===== src/hdl/frame_chunk_reassembly_tracker_assert.svh =====
// assertion helpers for the frame chunk reassembly tracker
`ifndef FRAME_CHUNK_REASSEMBLY_TRACKER_ASSERT_SVH
`define FRAME_CHUNK_REASSEMBLY_TRACKER_ASSERT_SVH

// same-cycle implication, disabled while reset is low
`define FCRT_ASSERT_IMP(label, clk, rst_n, ante, cons, msg) \
    label: assert property (@(posedge clk) disable iff (!rst_n) (ante) |-> (cons)) \
        else $error(msg);

// next-cycle implication, disabled while reset is low
`define FCRT_ASSERT_NXT(label, clk, rst_n, ante, cons, msg) \
    label: assert property (@(posedge clk) disable iff (!rst_n) (ante) |=> (cons)) \
        else $error(msg);

`endif


===== src/hdl/fcrt_pkg.sv =====
// ----------------------------------------------------------------------------
// fcrt_pkg
// Shared types, widths and codes of the frame chunk reassembly tracker.
// ----------------------------------------------------------------------------
`default_nettype none

package fcrt_pkg;

    // number of reassembly slots (1 to 4)
    localparam int SLOTS  = 4;
    localparam int SLOT_W = (SLOTS > 1) ? $clog2(SLOTS) : 1;
    localparam logic [SLOT_W-1:0] SLOT_LAST = SLOT_W'(SLOTS - 1);

    localparam int TIME_W  = 48;
    localparam int COUNT_W = 16;
    localparam int BYTES_W = 32;
    localparam int OFFS_W  = 16;

    // result status codes
    localparam logic [2:0] ST_ACCEPT   = 3'd0;
    localparam logic [2:0] ST_COMPLETE = 3'd1;
    localparam logic [2:0] ST_LATE     = 3'd2;
    localparam logic [2:0] ST_TOO_MANY = 3'd3;
    localparam logic [2:0] ST_NO_SLOT  = 3'd4;
    localparam logic [2:0] ST_INACTIVE = 3'd5;

    // chunk header transaction
    typedef struct packed {
        logic [TIME_W-1:0]        frame_time;
        logic signed [OFFS_W-1:0] sender_offset;
        logic [7:0]               blk_per_chan;
        logic [7:0]               num_chans;
        logic [15:0]              byte_count;
        logic [TIME_W-1:0]        arrival_time;
    } t_in_item;

    // result transaction
    typedef struct packed {
        logic [2:0]               status;
        logic [1:0]               slot_index;
        logic                     evicted;
        logic [COUNT_W-1:0]       chunks_seen;
        logic [COUNT_W-1:0]       chunks_expected;
        logic [BYTES_W-1:0]       frame_bytes;
        logic signed [TIME_W-1:0] latency;
    } t_out_item;

    // one slot's bookkeeping fields
    typedef struct packed {
        logic [TIME_W-1:0]  frame_time;
        logic [COUNT_W-1:0] count;
        logic [COUNT_W-1:0] total;
        logic [BYTES_W-1:0] bytes;
        logic [OFFS_W-1:0]  first_off;
    } t_slot_entry;

    // slot file write request
    typedef struct packed {
        logic              we;
        logic [SLOT_W-1:0] idx;
        logic              valid;
        t_slot_entry       entry;
    } t_slot_wr;

    // shared unit operations
    typedef enum logic {
        ALU_SUB,
        ALU_ADD
    } t_alu_op;

endpackage

`default_nettype wire


===== src/hdl/frame_chunk_reassembly_tracker.sv =====
// ----------------------------------------------------------------------------
// frame_chunk_reassembly_tracker
// Tracks chunk arrival per frame over a small set of reassembly slots and
// reports per-chunk status, byte totals and completion latency.
// ----------------------------------------------------------------------------
// Usage:
//   Input channel (i_in_valid/o_in_ready, i_in_data) takes one chunk header
//   per transaction; output channel (o_out_valid/i_out_ready, o_out_data)
//   returns exactly one result per header, in order.
//   i_cfg_we/i_cfg_wdata write the enable bit; write it only while idle.
//   With enable low the header skips the slot steps and goes straight to the
//   emit step with an inactive status.
//   Otherwise a sequencer scans the slots one per cycle through one shared
//   48-bit add/compare unit, then runs allocate, age check and update steps;
//   a header with no slot skips two steps (age check and update), and a
//   completing frame adds the latency add and subtract steps on the same unit.
//   o_in_ready is high only while the sequencer is idle, so one header is in
//   work at a time. A finished result sits in the output register; the next
//   header is accepted while it waits, and a stalled receiver only holds the
//   sequencer once that header's result is ready too.
//   Reset clears the enable bit, slot valid bits, the last completed frame
//   time and the output valid, and returns the sequencer to idle.
// ----------------------------------------------------------------------------
`default_nettype none

`include "frame_chunk_reassembly_tracker_assert.svh"

module frame_chunk_reassembly_tracker
    import fcrt_pkg::*;
(
    input  logic      i_clk,
    input  logic      i_rst_n,
    input  logic      i_cfg_we,
    input  logic      i_cfg_wdata,
    input  logic      i_in_valid,
    output logic      o_in_ready,
    input  t_in_item  i_in_data,
    output logic      o_out_valid,
    input  logic      i_out_ready,
    output t_out_item o_out_data
);

    typedef enum logic [2:0] {
        S_IDLE,
        S_SCAN,
        S_ALLOC,
        S_LATE,
        S_UPD,
        S_LAT1,
        S_LAT2,
        S_EMIT
    } t_state;

    t_state            r_state,    n_state;
    t_in_item          r_item,     n_item;
    logic [SLOT_W-1:0] r_idx,      n_idx;
    logic              r_hit,      n_hit;
    logic [SLOT_W-1:0] r_hit_idx,  n_hit_idx;
    logic              r_free,     n_free;
    logic [SLOT_W-1:0] r_free_idx, n_free_idx;
    logic              r_old,      n_old;
    logic [SLOT_W-1:0] r_old_idx,  n_old_idx;
    logic [TIME_W-1:0] r_best,     n_best;
    logic [SLOT_W-1:0] r_sel,      n_sel;
    logic              r_ev,       n_ev;
    logic              r_late,     n_late;
    logic [TIME_W-1:0] r_lat_tmp,  n_lat_tmp;
    t_out_item         r_res,      n_res;
    logic              r_out_valid, n_out_valid;
    t_out_item         r_out_data, n_out_data;
    logic              r_enable,   n_enable;
    logic [TIME_W-1:0] r_last_done, n_last_done;

    t_slot_wr          w_wr;
    logic [SLOT_W-1:0] w_rd_idx;
    t_slot_entry       w_rd;
    logic              w_rd_valid;

    t_alu_op           w_alu_op;
    logic [TIME_W-1:0] w_alu_a;
    logic [TIME_W-1:0] w_alu_b;
    logic [TIME_W-1:0] w_alu_res;
    logic              w_alu_lt;
    logic              w_alu_eq;

    logic [BYTES_W:0]   u_sum;
    logic [BYTES_W-1:0] u_bytes;
    logic [COUNT_W-1:0] u_total;
    logic [COUNT_W-1:0] u_next;
    logic               u_over;
    logic               u_complete;
    logic [OFFS_W-1:0]  u_off;

    logic w_in_acc;

    fcrt_slot_file u_slots (
        .i_clk      (i_clk),
        .i_rst_n    (i_rst_n),
        .i_wr       (w_wr),
        .i_rd_idx   (w_rd_idx),
        .o_rd_entry (w_rd),
        .o_rd_valid (w_rd_valid)
    );

    fcrt_alu u_alu (
        .i_op  (w_alu_op),
        .i_a   (w_alu_a),
        .i_b   (w_alu_b),
        .o_res (w_alu_res),
        .o_lt  (w_alu_lt),
        .o_eq  (w_alu_eq)
    );

    assign o_in_ready  = (r_state == S_IDLE);
    assign w_in_acc    = i_in_valid && o_in_ready;
    assign o_out_valid = r_out_valid;
    assign o_out_data  = r_out_data;

    // slot update datapath, read from the selected slot
    always_comb begin
        u_sum      = {1'b0, w_rd.bytes} + {{(BYTES_W - 16 + 1){1'b0}}, r_item.byte_count};
        u_bytes    = u_sum[BYTES_W] ? '1 : u_sum[BYTES_W-1:0];
        u_total    = (w_rd.total == '0)
                   ? ({8'b0, r_item.blk_per_chan} * {8'b0, r_item.num_chans})
                   : w_rd.total;
        u_next     = w_rd.count + COUNT_W'(1);
        u_over     = (u_next == '0) || (u_next > u_total);
        u_complete = !u_over && (u_next == u_total);
        u_off      = (u_next == COUNT_W'(1)) ? r_item.sender_offset : w_rd.first_off;
    end

    // sequencer next state and datapath control
    always_comb begin
        n_state     = r_state;
        n_item      = r_item;
        n_idx       = r_idx;
        n_hit       = r_hit;
        n_hit_idx   = r_hit_idx;
        n_free      = r_free;
        n_free_idx  = r_free_idx;
        n_old       = r_old;
        n_old_idx   = r_old_idx;
        n_best      = r_best;
        n_sel       = r_sel;
        n_ev        = r_ev;
        n_late      = r_late;
        n_lat_tmp   = r_lat_tmp;
        n_res       = r_res;
        n_out_valid = r_out_valid;
        n_out_data  = r_out_data;
        n_enable    = i_cfg_we ? i_cfg_wdata : r_enable;
        n_last_done = r_last_done;

        w_wr      = '0;
        w_rd_idx  = r_idx;
        w_alu_op  = ALU_SUB;
        w_alu_a   = w_rd.frame_time;
        w_alu_b   = r_best;

        // output register drains on a completed transaction
        if (r_out_valid && i_out_ready) begin
            n_out_valid = 1'b0;
        end

        unique case (r_state)
            S_IDLE: begin
                if (w_in_acc) begin
                    n_item = i_in_data;
                    n_idx  = '0;
                    n_hit  = 1'b0;
                    n_free = 1'b0;
                    n_old  = 1'b0;
                    n_ev   = 1'b0;
                    n_best = i_in_data.frame_time;
                    n_res  = '0;
                    if (!r_enable) begin
                        n_res.status = ST_INACTIVE;
                        n_state      = S_EMIT;
                    end else begin
                        n_state = S_SCAN;
                    end
                end
            end

            // one slot per cycle: match, first free, oldest older frame
            S_SCAN: begin
                if (w_rd_valid && (w_rd.frame_time == r_item.frame_time) && !r_hit) begin
                    n_hit     = 1'b1;
                    n_hit_idx = r_idx;
                end
                if (!w_rd_valid && !r_free) begin
                    n_free     = 1'b1;
                    n_free_idx = r_idx;
                end
                if (w_rd_valid && w_alu_lt) begin
                    n_old     = 1'b1;
                    n_old_idx = r_idx;
                    n_best    = w_rd.frame_time;
                end
                if (r_idx == SLOT_LAST) begin
                    n_state = S_ALLOC;
                end else begin
                    n_idx = SLOT_W'(r_idx + 1'b1);
                end
            end

            // pick the slot, taking a fresh one when needed
            S_ALLOC: begin
                w_wr.valid                = 1'b1;
                w_wr.entry                = '0;
                w_wr.entry.frame_time     = r_item.frame_time;
                priority if (r_hit) begin
                    n_sel   = r_hit_idx;
                    n_state = S_LATE;
                end else if (r_free) begin
                    w_wr.we  = 1'b1;
                    w_wr.idx = r_free_idx;
                    n_sel    = r_free_idx;
                    n_state  = S_LATE;
                end else if (r_old) begin
                    w_wr.we  = 1'b1;
                    w_wr.idx = r_old_idx;
                    n_sel    = r_old_idx;
                    n_ev     = 1'b1;
                    n_state  = S_LATE;
                end else begin
                    n_res.status = ST_NO_SLOT;
                    n_state      = S_EMIT;
                end
            end

            // frame not newer than the last completed one
            S_LATE: begin
                w_rd_idx = r_sel;
                w_alu_a  = r_item.frame_time;
                w_alu_b  = r_last_done;
                n_late   = (r_last_done != '0) && (w_alu_lt || w_alu_eq);
                n_state  = S_UPD;
            end

            // count, total, bytes and completion
            S_UPD: begin
                w_rd_idx                 = r_sel;
                w_wr.we                  = 1'b1;
                w_wr.idx                 = r_sel;
                w_wr.valid               = 1'b1;
                w_wr.entry               = w_rd;
                w_wr.entry.bytes         = u_bytes;
                n_res.slot_index         = 2'(r_sel);
                n_res.evicted            = r_ev;
                n_res.frame_bytes        = u_bytes;
                n_state                  = S_EMIT;
                priority if (r_late) begin
                    n_res.status          = ST_LATE;
                    n_res.chunks_seen     = w_rd.count;
                    n_res.chunks_expected = w_rd.total;
                end else if (u_over) begin
                    w_wr.entry.total      = u_total;
                    n_res.status          = ST_TOO_MANY;
                    n_res.chunks_seen     = w_rd.count;
                    n_res.chunks_expected = u_total;
                end else begin
                    w_wr.entry.total      = u_total;
                    w_wr.entry.count      = u_next;
                    w_wr.entry.first_off  = u_off;
                    n_res.chunks_seen     = u_next;
                    n_res.chunks_expected = u_total;
                    if (u_complete) begin
                        w_wr.valid   = 1'b0;
                        n_last_done  = r_item.frame_time;
                        n_res.status = ST_COMPLETE;
                        n_state      = S_LAT1;
                    end else begin
                        n_res.status = ST_ACCEPT;
                    end
                end
            end

            // frame time plus first offset
            S_LAT1: begin
                w_rd_idx  = r_sel;
                w_alu_op  = ALU_ADD;
                w_alu_a   = r_item.frame_time;
                w_alu_b   = {{(TIME_W - OFFS_W){w_rd.first_off[OFFS_W-1]}}, w_rd.first_off};
                n_lat_tmp = w_alu_res;
                n_state   = S_LAT2;
            end

            // arrival minus that sum
            S_LAT2: begin
                w_alu_a       = r_item.arrival_time;
                w_alu_b       = r_lat_tmp;
                n_res.latency = $signed(w_alu_res);
                n_state       = S_EMIT;
            end

            // hand the result to the output register when it is free
            S_EMIT: begin
                if (!r_out_valid || i_out_ready) begin
                    n_out_valid = 1'b1;
                    n_out_data  = r_res;
                    n_state     = S_IDLE;
                end
            end

            default: n_state = S_IDLE;
        endcase
    end

    // state and registered outputs
    always_ff @(posedge i_clk) begin
        if (!i_rst_n) begin
            r_state     <= S_IDLE;
            r_out_valid <= 1'b0;
            r_enable    <= 1'b0;
            r_last_done <= '0;
        end else begin
            r_state     <= n_state;
            r_out_valid <= n_out_valid;
            r_enable    <= n_enable;
            r_last_done <= n_last_done;
        end
        r_item     <= n_item;
        r_idx      <= n_idx;
        r_hit      <= n_hit;
        r_hit_idx  <= n_hit_idx;
        r_free     <= n_free;
        r_free_idx <= n_free_idx;
        r_old      <= n_old;
        r_old_idx  <= n_old_idx;
        r_best     <= n_best;
        r_sel      <= n_sel;
        r_ev       <= n_ev;
        r_late     <= n_late;
        r_lat_tmp  <= n_lat_tmp;
        r_res      <= n_res;
        r_out_data <= n_out_data;
    end

    // checks
    `FCRT_ASSERT_IMP(a_scan_full, i_clk, i_rst_n, r_state == S_ALLOC, r_idx == SLOT_LAST, "slot scan ended early")
    `FCRT_ASSERT_IMP(a_evict_last, i_clk, i_rst_n, (r_state == S_LATE) && r_ev, !r_hit && !r_free, "eviction with a matching or free slot")
    `FCRT_ASSERT_IMP(a_lat_done_only, i_clk, i_rst_n, o_out_valid && (o_out_data.status != ST_COMPLETE), o_out_data.latency == '0, "latency reported without completion")
    `FCRT_ASSERT_IMP(a_done_time_src, i_clk, i_rst_n, $past(i_rst_n) && (r_last_done != $past(r_last_done)), $past(r_state == S_UPD), "last completed time changed outside update")
    `FCRT_ASSERT_NXT(a_one_in_work, i_clk, i_rst_n, w_in_acc, !o_in_ready, "new header taken while one is in work")

endmodule

`default_nettype wire


===== src/hdl/fcrt_alu.sv =====
// ----------------------------------------------------------------------------
// fcrt_alu
// Shared 48-bit add/subtract unit with unsigned less-than and equal flags.
// ----------------------------------------------------------------------------
`default_nettype none

module fcrt_alu
    import fcrt_pkg::*;
(
    input  t_alu_op           i_op,
    input  logic [TIME_W-1:0] i_a,
    input  logic [TIME_W-1:0] i_b,
    output logic [TIME_W-1:0] o_res,
    output logic              o_lt,
    output logic              o_eq
);

    logic [TIME_W:0] w_diff;

    // borrow of the difference gives a < b
    assign w_diff = {1'b0, i_a} - {1'b0, i_b};
    assign o_lt   = w_diff[TIME_W];
    assign o_eq   = (i_a == i_b);

    // result select
    always_comb begin
        unique case (i_op)
            ALU_ADD: o_res = i_a + i_b;
            ALU_SUB: o_res = w_diff[TIME_W-1:0];
            default: o_res = w_diff[TIME_W-1:0];
        endcase
    end

endmodule

`default_nettype wire


===== src/hdl/fcrt_slot_file.sv =====
// ----------------------------------------------------------------------------
// fcrt_slot_file
// Reassembly slot registers: valid bits cleared at reset, one write port and
// one read port.
// ----------------------------------------------------------------------------
`default_nettype none

module fcrt_slot_file
    import fcrt_pkg::*;
(
    input  logic              i_clk,
    input  logic              i_rst_n,
    input  t_slot_wr          i_wr,
    input  logic [SLOT_W-1:0] i_rd_idx,
    output t_slot_entry       o_rd_entry,
    output logic              o_rd_valid
);

    logic [SLOTS-1:0] r_valid;
    t_slot_entry      r_entry [SLOTS];

    // valid bits
    always_ff @(posedge i_clk) begin
        if (!i_rst_n) begin
            r_valid <= '0;
        end else if (i_wr.we) begin
            r_valid[i_wr.idx] <= i_wr.valid;
        end
    end

    // slot fields, written before any read
    always_ff @(posedge i_clk) begin
        if (i_wr.we) begin
            r_entry[i_wr.idx] <= i_wr.entry;
        end
    end

    // read port
    assign o_rd_entry = r_entry[i_rd_idx];
    assign o_rd_valid = r_valid[i_rd_idx];

endmodule

`default_nettype wire


===== config.mk =====
export PLATFORM = sky130hd
export DESIGN_NAME = frame_chunk_reassembly_tracker
export DESIGN_NICKNAME = d
export VERILOG_FILES = /design/src/hdl/fcrt_pkg.sv /design/src/hdl/frame_chunk_reassembly_tracker.sv /design/src/hdl/fcrt_alu.sv /design/src/hdl/fcrt_slot_file.sv
export VERILOG_INCLUDE_DIRS = /design/src /design/src/hdl
export SDC_FILE = /design/constraint.sdc
export NUM_CORES = 2
export LEC_CHECK = 0
export BUFFER_PORTS_ARGS = -buffer_cell sky130_fd_sc_hd__clkbuf_2
export CORE_MARGIN = 2
export CORE_UTILIZATION = 45
export CTS_CLUSTER_SIZE = 30
export DETAILED_ROUTE_END_ITERATION = 8
export PLACE_DENSITY = 0.66
export SLEW_MARGIN = 20
export SYNTH_ARGS = -nofsm -noshare
export SYNTH_HDL_FRONTEND = slang
export SYNTH_SLANG_ARGS = --single-unit

===== constraint.sdc =====
create_clock -name i_clk -period 21.3 [get_ports i_clk]
set_input_delay 1.065 -clock i_clk [delete_from_list [all_inputs] [get_ports i_clk]]
set_output_delay 1.065 -clock i_clk [all_outputs]
set_load 0.05 [all_outputs]

# Word level (Yosys, flattened, before mapping)
# Memories as Yosys holds them, arrays and structs flattened.
# Cells that the tools add are included.
# Widths: inputs -> output; s select.
[op_classes]
n_addsub = 5
mul = 1
magnitude_cmp = 4
eq_ne = 23
n_mux = 73
n_bitwise = 3
reduce_logical = 45
[ops]
columns = ["operator", "n"]
rows = [
  ["$pmux 48 s2", 4],
  ["$pmux 132 s2", 1],
  ["$pmux 48 s3", 1],
  ["$pmux 67 s2", 1],
  ["$mux 32", 4],
  ["$mux 118", 1],
  ["$eq 48x48->1", 2],
  ["$mux 48", 2],
  ["$mux 16", 5],
  ["$sub 48x48->49", 1],
  ["$add 48x48->48", 1],
  ["$reduce_bool 48->1", 1],
  ["$mux 3", 14],
  ["$add 32x16->33", 1],
  ["$logic_not 16->1", 2],
  ["$pmux 3 s8", 1],
  ["$mux 2", 11],
  ["$ne 2x2->1 const B", 10],
  ["$mux 1", 19],
  ["$add 16x1->16 const B", 1],
  ["$eq 16x1->1 const B", 1],
  ["$eq 16x16->1", 1],
  ["$gt 16x16->1", 1],
  ["$mul 8x8->16", 1],
  ["27 further kinds", 67],
]
[word_totals]
regBits = 548
ram_bits = 512
inputBits = 150
out_inout_bits = 120
elab_cells = 192
mem_count = 1
[memory_table]
columns = ["name", "depth", "word_bits", "rd", "rd_clocked_by_memory_dff", "write_ports", "line", "text"]
rows = [
  ["u_slots.r_entry", 4, 128, 1, 0, 1, "fcrt_slot_file.sv:20", "t_slot_entry r_entry [SLOTS];"],
]

# Longest topological paths before layout
# An unclocked memory read counts as a cell.
[depth]
depth_word = 19
mapped_depth = 31
depth_no_buf = 29

# Hierarchy
# Synthesis repeated with hierarchy kept, for this count alone.
[unflattened]
cells_unflattened = 4001
hier_area_um2 = 51770.9
[by_module_without_submodules]
columns = ["mod", "instances", "cells_per_inst", "area_per_inst_um2", "seq_area_each_um2"]
rows = [
  ["frame_chunk_reassembly_tracker", 1, 2322, 26808.2, 15805.2],
  ["fcrt_slot_file", 1, 687, 18675.4, 15454.8],
  ["fcrt_alu", 1, 992, 6287.3, 0.0],
]

# Worst setup path after synthesis
# No wires, ideal clock.
[synth_path]
path_kind = "input to register"
start = "input i_out_ready"
end = "register r_out_data, in the netlist o_out_data[0] (enable)"
setup_ns = 0.764
arrival_ns = 9.660
required_ns = 20.536
slack_ns = 10.876
stages = 2
path_buffers = 0
path_cell_list = "nor2b_1 nor3b_1"
[synth_between]
elab_chain_cells = 2
[synth_lines]
columns = ["element", "line", "text"]
rows = [
  ["start: declaration", "frame_chunk_reassembly_tracker.sv:39", "input logic i_out_ready,"],
  ["$logic_or 1x1->1", "frame_chunk_reassembly_tracker.sv:299", "if (!r_out_valid || i_out_ready) begin"],
  ["$reduce_and 2->1 (no source line)", "-", ""],
  ["end signal: assignment", "frame_chunk_reassembly_tracker.sv:337", "r_out_data <= n_out_data;"],
  ["end: declaration", "frame_chunk_reassembly_tracker.sv:70", "t_out_item r_out_data, n_out_data;"],
]
# No other way between the ends.
# A chain may end at the register's enable or synchronous reset.

==> results.md <==
- Status: finished clean
- DRT antenna net count: 0
- Post-detail-place hpwl: about 95,000 µm
- Worst min path class: reg -> reg
- Routed wire per std cell: around 23 µm
- Yosys cell types: 85
- Io pins: 270
- Multi-input gate area: between 0.015 and 0.02 mm²
- FFs w/ async S/R, synth: 0
- FF+latch count, synth: 1,060
- Startpoint types: flop
- RePlAce Congestion: 0.917
- Clk buf depth: 3
- Synth top area cells: edfxtp_1 (58%), nand2_1 (4.2%), ha_1 (4.0%)
- First-pass GRT wire length: between 200,000 and 250,000 µm
- CTS clk-pin slew, worst paths: about 0.060 ns
- DRT Pass-1 Iters: 8
- Finished Cell Area: 0.0580 mm²
- Syn nets: ~4,600
- GR Util All Layers: 0.239
- H-tree levels: 3
- Worst Setup End Kind: flop
- RSZ-0062 raised after global routing: no
- Port Buffers: approximately 270
- Tcrit/Tclk final: 0.426
- DRC viols: 0
- Largest net degree at the start of global routing: roughly 160
- Post-cts sizing count: 0
- Setup TNS: 0 ns
- DRT iter0 DRCs: between 3,000 and 4,000
- Worst hold start: r_res[111]
- EDFF count, synth: roughly 1,000
- Largest delay share family, worst path: simple AND/OR/NAND/NOR gates
- Skew final: ~0.042 ns
- Fraction of layout cells with a size suffix above 1: 0.121
- CP max-delay cell: dfxtp_1
- Clock net sink count: around 1,100
- Hold path endpoint: o_out_data[111]
- R2r startpoint: r_state[2]
- Total CTS buffers: between 100 and 150
- Critical path depth: 21
- Avg Cell Area, Syn: roughly 12 µm²
- Full die area: ~0.12 mm²
- Vias per cell: between 5 and 6
- Worst Setup Path Type: reg -> reg
- Synth warn: 0
- Reg-to-Reg End: u_slots.r_entry[3][70]
- Core Region: ~0.11 mm²
- Starting Density: 0.452
- CTS hold repair buffers: 0
- Count leader, synth: edfxtp_1
- Mapped Cells: between 4,000 and 5,000
- Critical Path Start: r_state[2]
- Critical path fanouts, max: 65
- Yosys top cell by area: edfxtp_1
- Routed Wire Length: 142,000 µm
- Worst Path Buf+Inv: 3
- Reg2reg path depth: 21
- Fin. Hold Viols: 0
- Die W: about 340 µm
- Cells along the critical path: nand2_1 > o21ai_2 > mux2i_4 > buf_4 > buf_4 > buf_4 > mux2i_1 > nand2_1 > or3_1 > xnor2_1 > ha_1 > a21o_1 > a21o_1 > a21oi_1 > nor2b_1 > o21ai_0 > a31oi_1 > o21ai_0 > nand2_1 > or4_1 > a21oi_1
- Dpl cell area: approximately 0.054 mm²
- Setup-failing EPs final: 0
- Site Rows: roughly 120
- Slew @ Worst Pin: 1.06 ns
- Hold path cells: 0
- Fmax: 110 MHz
- Relative slew slack: 0.290
- Clk Latency, worst-skew pair: 0.72 ns
- Fill cells: 9,986
- ANT cells: 0
- Number of global-route vias before repair: 34,100
- Hold slack: approximately 0.41 ns
- Root buffer cell: clkbuf_16
- CP required: between 20 and 25 ns
- Post-layout util: 0.509
- Top cell type's share of synthesized area: 0.585
- Post-synth top cells: edfxtp_1 (1,003), nand2_1 (576), a21oi_1 (260)
- Post-CTS setup buffer count: 0
- Synth Flop Type: edfxtp_1
- Max-cap violation count: 0
- Netlist Area Pre-Place: 0.0515 mm²
- Congestion Overflow GR: 0
- Crit-path max cell delay: between 0.9 and 1 ns
- Initial antenna violation count: 1
- CTS tree: done
- Die H: 342 µm
- Internal reg-to-reg setup slack: approximately 12 ns
- Share of the yosys chip area belonging to registers: 0.607
- Min Tclk post-route: roughly 9.1 ns
- Via count: 35,200
- Final Max Tran Viols: 0
- Nets: roughly 4,800
- Area grow syn2layout: 12.5%
- Register area: between 0.03 and 0.04 mm²
- Crit path DAT: between 9 and 10 ns
==> placed cells by master, fill, tap and decap left out, types with 75 or more instances in the layout <==
master        n
a31oi_1     137
and2_1      208
a21oi_1     260
inv_1       170
nor2_1      167
nand2_1     573
nor2b_1      75
mux2i_1     105
a211oi_1    120
ha_1        166
o21ai_0     113
clkbuf_2    269
edfxtp_1   1003
xnor2_1      82
clkbuf_16   109
==> logic make-up after synthesis <==
kind of cell / share of synthesized area
fa+ha+maj: 0.0555
mux: 0.0252
compound gates: 0.135
flops: 0.607
buf+inv: 0.0328
simple gates: 0.119
xor+xnor: 0.0257
==> per-layer routing <==
metal,vias to the layer above,part of all wire,global-route usage,wire length (µm)
met5,-,0,0,0
met4,0,0.030,0.0759,4220
met3,196,0.067,0.0310,9430
met2,1298,0.47,0.385,66800
met1,17400,0.43,0.336,61300
li1,16200,-,-,-
==> worst max-delay path by stage <==
| stage | endpoint | slack [ns] |
|---|---|---|
| global route | u_slots.r_entry[3][74] | 11.51 |
| finish | u_slots.r_entry[3][70] | 12.23 |
| CTS | u_slots.r_entry[2][78] | 12.27 |
| floorplan | o_out_data[0] | 10.88 |
| detailed placement | u_slots.r_entry[2][78] | 12.29 |
| global placement | u_slots.r_entry[0][68] | 12.40 |
==> state kept, by name, summed over array words and instances, names as in the netlist <==
signal           count
u_slots.r_entry    512
r_best              48
r_idx                2
o_out_data         118
r_item             144
u_slots.r_valid      4
o_out_valid          1
r_late               1
r_sel                2
r_state              3
r_old_idx            2
r_lat_tmp           48
r_enable             1
r_last_done         48
r_free_idx           2
r_hit                1
r_free               1
r_old                1
r_res              118
r_hit_idx            2
r_ev                 1
==> stage by stage <==
stage / instances / setup WS, ns
floorplan: 4280 / 10.88
global placement: 5867 / 12.40
detailed placement: 5867 / 12.29
CTS: 6069 / 12.27
global route: 6069 / 11.51
finish: 6069 / 12.23
==> cell type report <==
cell class              count  share of cell area
flip-flops and latches   1060               0.539
multi-input cells        2800               0.323
clock buffers             131              0.0495
well taps                1512              0.0326
repair buffers            320              0.0308
clock inverters            71              0.0137
inverters                 175              0.0114
==> worst reg2reg max path: stages (launching register included) <==
cell,delay (ns)
dfxtp_1,0.98
nand2_1,0.36
o21ai_2,0.19
mux2i_4,0.24
buf_4,0.60
buf_4,0.67
buf_4,0.75
mux2i_1,0.77
nand2_1,0.25
or3_1,0.46
xnor2_1,0.17
ha_1,0.32
a21o_1,0.19
a21o_1,0.17
a21oi_1,0.14
nor2b_1,0.06
o21ai_0,0.17
a31oi_1,0.13
o21ai_0,0.66
nand2_1,0.63
or4_1,0.60
a21oi_1,0.33
Power is not shown: default switching activity piles up to over one toggle a cycle in this logic, so the estimate is an artifact.
